$ cat src/rtl/core/cba_pkg.sv
`default_nettype none

package cba_pkg;

  // Model geometry and coder constants
  localparam int MAX_CONTEXT_BITS_DEF = 16;
  localparam int MIN_CONTEXT_BITS     = 8;
  localparam logic [4:0] CONTEXT_BITS_RESET = 5'd16;
  localparam logic [7:0] WEIGHT_INIT  = 8'd128;
  localparam logic [7:0] HASH_MUL     = 8'd251;
  localparam logic [31:0] RANGE_HIGH_RESET = 32'hFFFF_FFFF;

  // Command codes
  localparam logic [1:0] CMD_ENCODE = 2'd0;
  localparam logic [1:0] CMD_FLUSH  = 2'd1;
  localparam logic [1:0] CMD_RESET  = 2'd2;
  localparam logic [1:0] CMD_NONE   = 2'd3;

  // One byte handed from the coder to the output stage
  typedef struct packed {
    logic       valid;
    logic [7:0] data;
    logic       last;
  } push_t;

endpackage

`default_nettype wire

$ cat src/rtl/core/cba_out_stage.sv
`default_nettype none

module cba_out_stage (
  input  wire logic           clk,
  input  wire logic           rst,
  input  wire cba_pkg::push_t push,
  output logic                can_push,
  output logic                out_valid,
  input  wire logic           out_stall,
  output logic [7:0]          out_byte,
  output logic                last
);

  // Room when empty or when the held item leaves this cycle
  assign can_push = !out_valid || !out_stall;

  // Hold the item until taken
  always_ff @(posedge clk) begin
    if (rst) begin
      out_valid <= 1'b0;
    end else if (push.valid && can_push) begin
      out_valid <= 1'b1;
    end else if (!out_stall) begin
      out_valid <= 1'b0;
    end
  end

  // Load payload only when there is room for it
  always_ff @(posedge clk) begin
    if (push.valid && can_push) begin
      out_byte <= push.data;
      last     <= push.last;
    end
  end

endmodule

`default_nettype wire

$ cat config.mk
export PLATFORM = sky130hd
export DESIGN_NAME = cba_out_stage
export DESIGN_NICKNAME = d
export VERILOG_FILES = /design/src/rtl/core/cba_pkg.sv /design/src/rtl/core/cba_out_stage.sv
export SDC_FILE = /design/constraint.sdc
export NUM_CORES = 1
export LEC_CHECK = 0
export ABC_AREA = 1
export BUFFER_PORTS_ARGS = -buffer_cell sky130_fd_sc_hd__buf_2
export CAP_MARGIN = 20
export CORE_AREA = 2 2 39 41
export CTS_CLUSTER_SIZE = 25
export DETAILED_ROUTE_END_ITERATION = 10
export DIE_AREA = 0 0 41 43
export GPL_ROUTABILITY_DRIVEN = 1
export PLACE_DENSITY = 0.52
export SYNTH_ARGS = -nofsm -noshare
export SYNTH_HDL_FRONTEND = slang
export SYNTH_SLANG_ARGS = --single-unit
$ cat constraint.sdc
create_clock -name clk -period 1.75 [get_ports clk]
set_clock_uncertainty 0.05 [all_clocks]
set_input_delay 0.0875 -clock clk [delete_from_list [all_inputs] [get_ports clk]]
set_output_delay 0.0875 -clock clk [all_outputs]
set_load 0.01 [all_outputs]
==> metrics.cfg <==
[run_status]
status=finished clean

[clock_tree]
tritoncts=done
postCtsResizedCells=0
clk-insertion-delay-late_ns=0.25
cts_sinks=10
clockRootBuffer=clkbuf_4
cts_buffer_depth=2
htree_num_levels=1
cts_buffers=3
cts.clk_slew.worst_paths_ns=0.06

[floorplanning]
dieArea_mm2=0.001763
num_rows=14
dieHeight_um=43
start_util_pct=22.69
die_x_um=41
ios=24
coreArea_mm2=0.001384

[route]
drc=0
routed_wl_um=637
drt_pre_antenna_iters=1
ant_nets=0
avgViaCountPerCell=3.794
num_vias=258
avgRoutedWirePerCell_um=9.368
drt_iter0_drc=0

[synth]
syn-instance-count=14
synth_seq_cells=10
ys_seq_area_share_pct=92.43
synth_fp_nets=27
synth_area_per_cell_um2=22.43
synth_top_area_share_pct=86.06
yosys.area.top_type=edfxtp_1
synthTopCellsByArea=edfxtp_1, dfxtp_1, a21oi_2
synth_cell_types=6
syn-cell-area_um2=314.1
yosys_warnings=0

[hold_path]
min_from=out_stall
min_path_type=input port to register

[critical_path]
endpoint_kind=register
critPathLaunchType=register
r2r-start=out_valid
critical_path_required_ns=1.66
criticalPathCategory=register to register
cp_max_fo=9
crit_start=out_valid
cp.arrival_ns=0.90

[grt]
grt_pass1_vias=266
grt_max_degree=10
track_usage_pct=8.793
grt_pass1_wl_um=952
antenna_found_initial=0
grt-ovfl-total=0

[cells_and_area]
final_common_cell=buf_2
area_delta_synth_final_pct=88.84
antenna_cells=0
mostFrequentLayoutCells=buf_2, dlygate4sd3_1, edfxtp_1
final_area_um2=593.1
drive_gt1_share_pct=57.69
final_net_count=66
fill_cells=130

[timing]
min_period_ns=0.9865
finalHoldViolations=0
rsz0062_at_grt=no
fin_ws_ns=0.7635
slew_headroom_pct=91.70
setup_tns_ns=0
period_share_pct=56.37
fmax_ghz=1.014
slew_violations=0
worst_pin_slew_ns=0.1244
whs_ns=0.04262
setup_viol=0

[power]
p_comb_share_pct=11.5
peakVddDrop_mv=0.4245
finalPower_uw=540.8
power_frac_seq_pct=51.9
swShare_pct=18.81
power.leakage_uw=0.0002636
p_int_uw=439.1
p_per_area_mw_per_mm2=911.8
clkPwrFrac_pct=36.7
switchingPower_uw=101.7

[placement]
preCtsSetupSlack_ns=0.7773
placed_cell_area_um2=456.7
io_buffers=23
gp_congestion=0.6004

[flow_run]
drv_cap=0

[per-stage QoR]
stage	utilization, %	instances
final	42.86	68
after global routing	42.86	68
after CTS	42.86	68
after detailed placement	33.00	54
after global placement	33.00	54
after floorplan	-	14
[layer usage]
layer	share of wire, %	GRT usage [%]
met4	0	6.000
met5	0	0
met2	46	14.69
met3	12	4.712
met1	41	7.167
[final cells by class]
cell class	count	area, µm²	area share (%)
Sequential cell	10	290.3	48.95
Timing Repair Buffer	34	222.7	37.55
Multi-Input combinational cell	3	20.02	3.376
Clock buffer	4	36.28	6.118
Inverter	1	3.754	0.6329
Tap cell	16	20.02	3.376
[synthesized netlist by cell type]
cell and instances:
edfxtp_1 9, nand2_2 1, dfxtp_1 1, a21oi_1 1, inv_1 1, a21oi_2 1
[logic make-up after synthesis]
family,count (synthesis),synth area share [%]
DFF,10,92.43
and+or+nand+nor,1,1.993
buffers and inverters,1,1.194
AOI/OAI and AO/OA,2,4.381
[worst max-delay path, cell delays in order (launching register included)]
cell     delay [ns]
dfxtp_1        0.33
a21oi_1        0.13
buf_4          0.19
[power groups by stage]
stage	Combinational [µW]	Sequential [µW]	Clock, µW
floorplan	7.69	294	0
CTS	62.7	281	213
finish	62.0	281	198
global placement	45.9	285	0
global route	68.4	282	220
detailed placement	46.2	286	0
[path summary, 6_finish.rpt]
kind / slack, ns / end / cells after the start
hold / removal: 0.04 / out_valid / 3
setup reg to reg: 0.76 / last / 2
setup / recovery: 0.76 / last / 2
hold reg to reg: 0.43 / out_valid / 2
[flip-flops by register name (all words and copies together), names as in the netlist]
name,count
out_byte,8
last,1
out_valid,1
[repair_timing]
item | 4_1_cts | 5_1_grt
endpoints found under the hold margin | 10 | 0
hold buffers | 10 | 0
buffers inserted | 0 | 0
(Power assumes the default switching activity.)
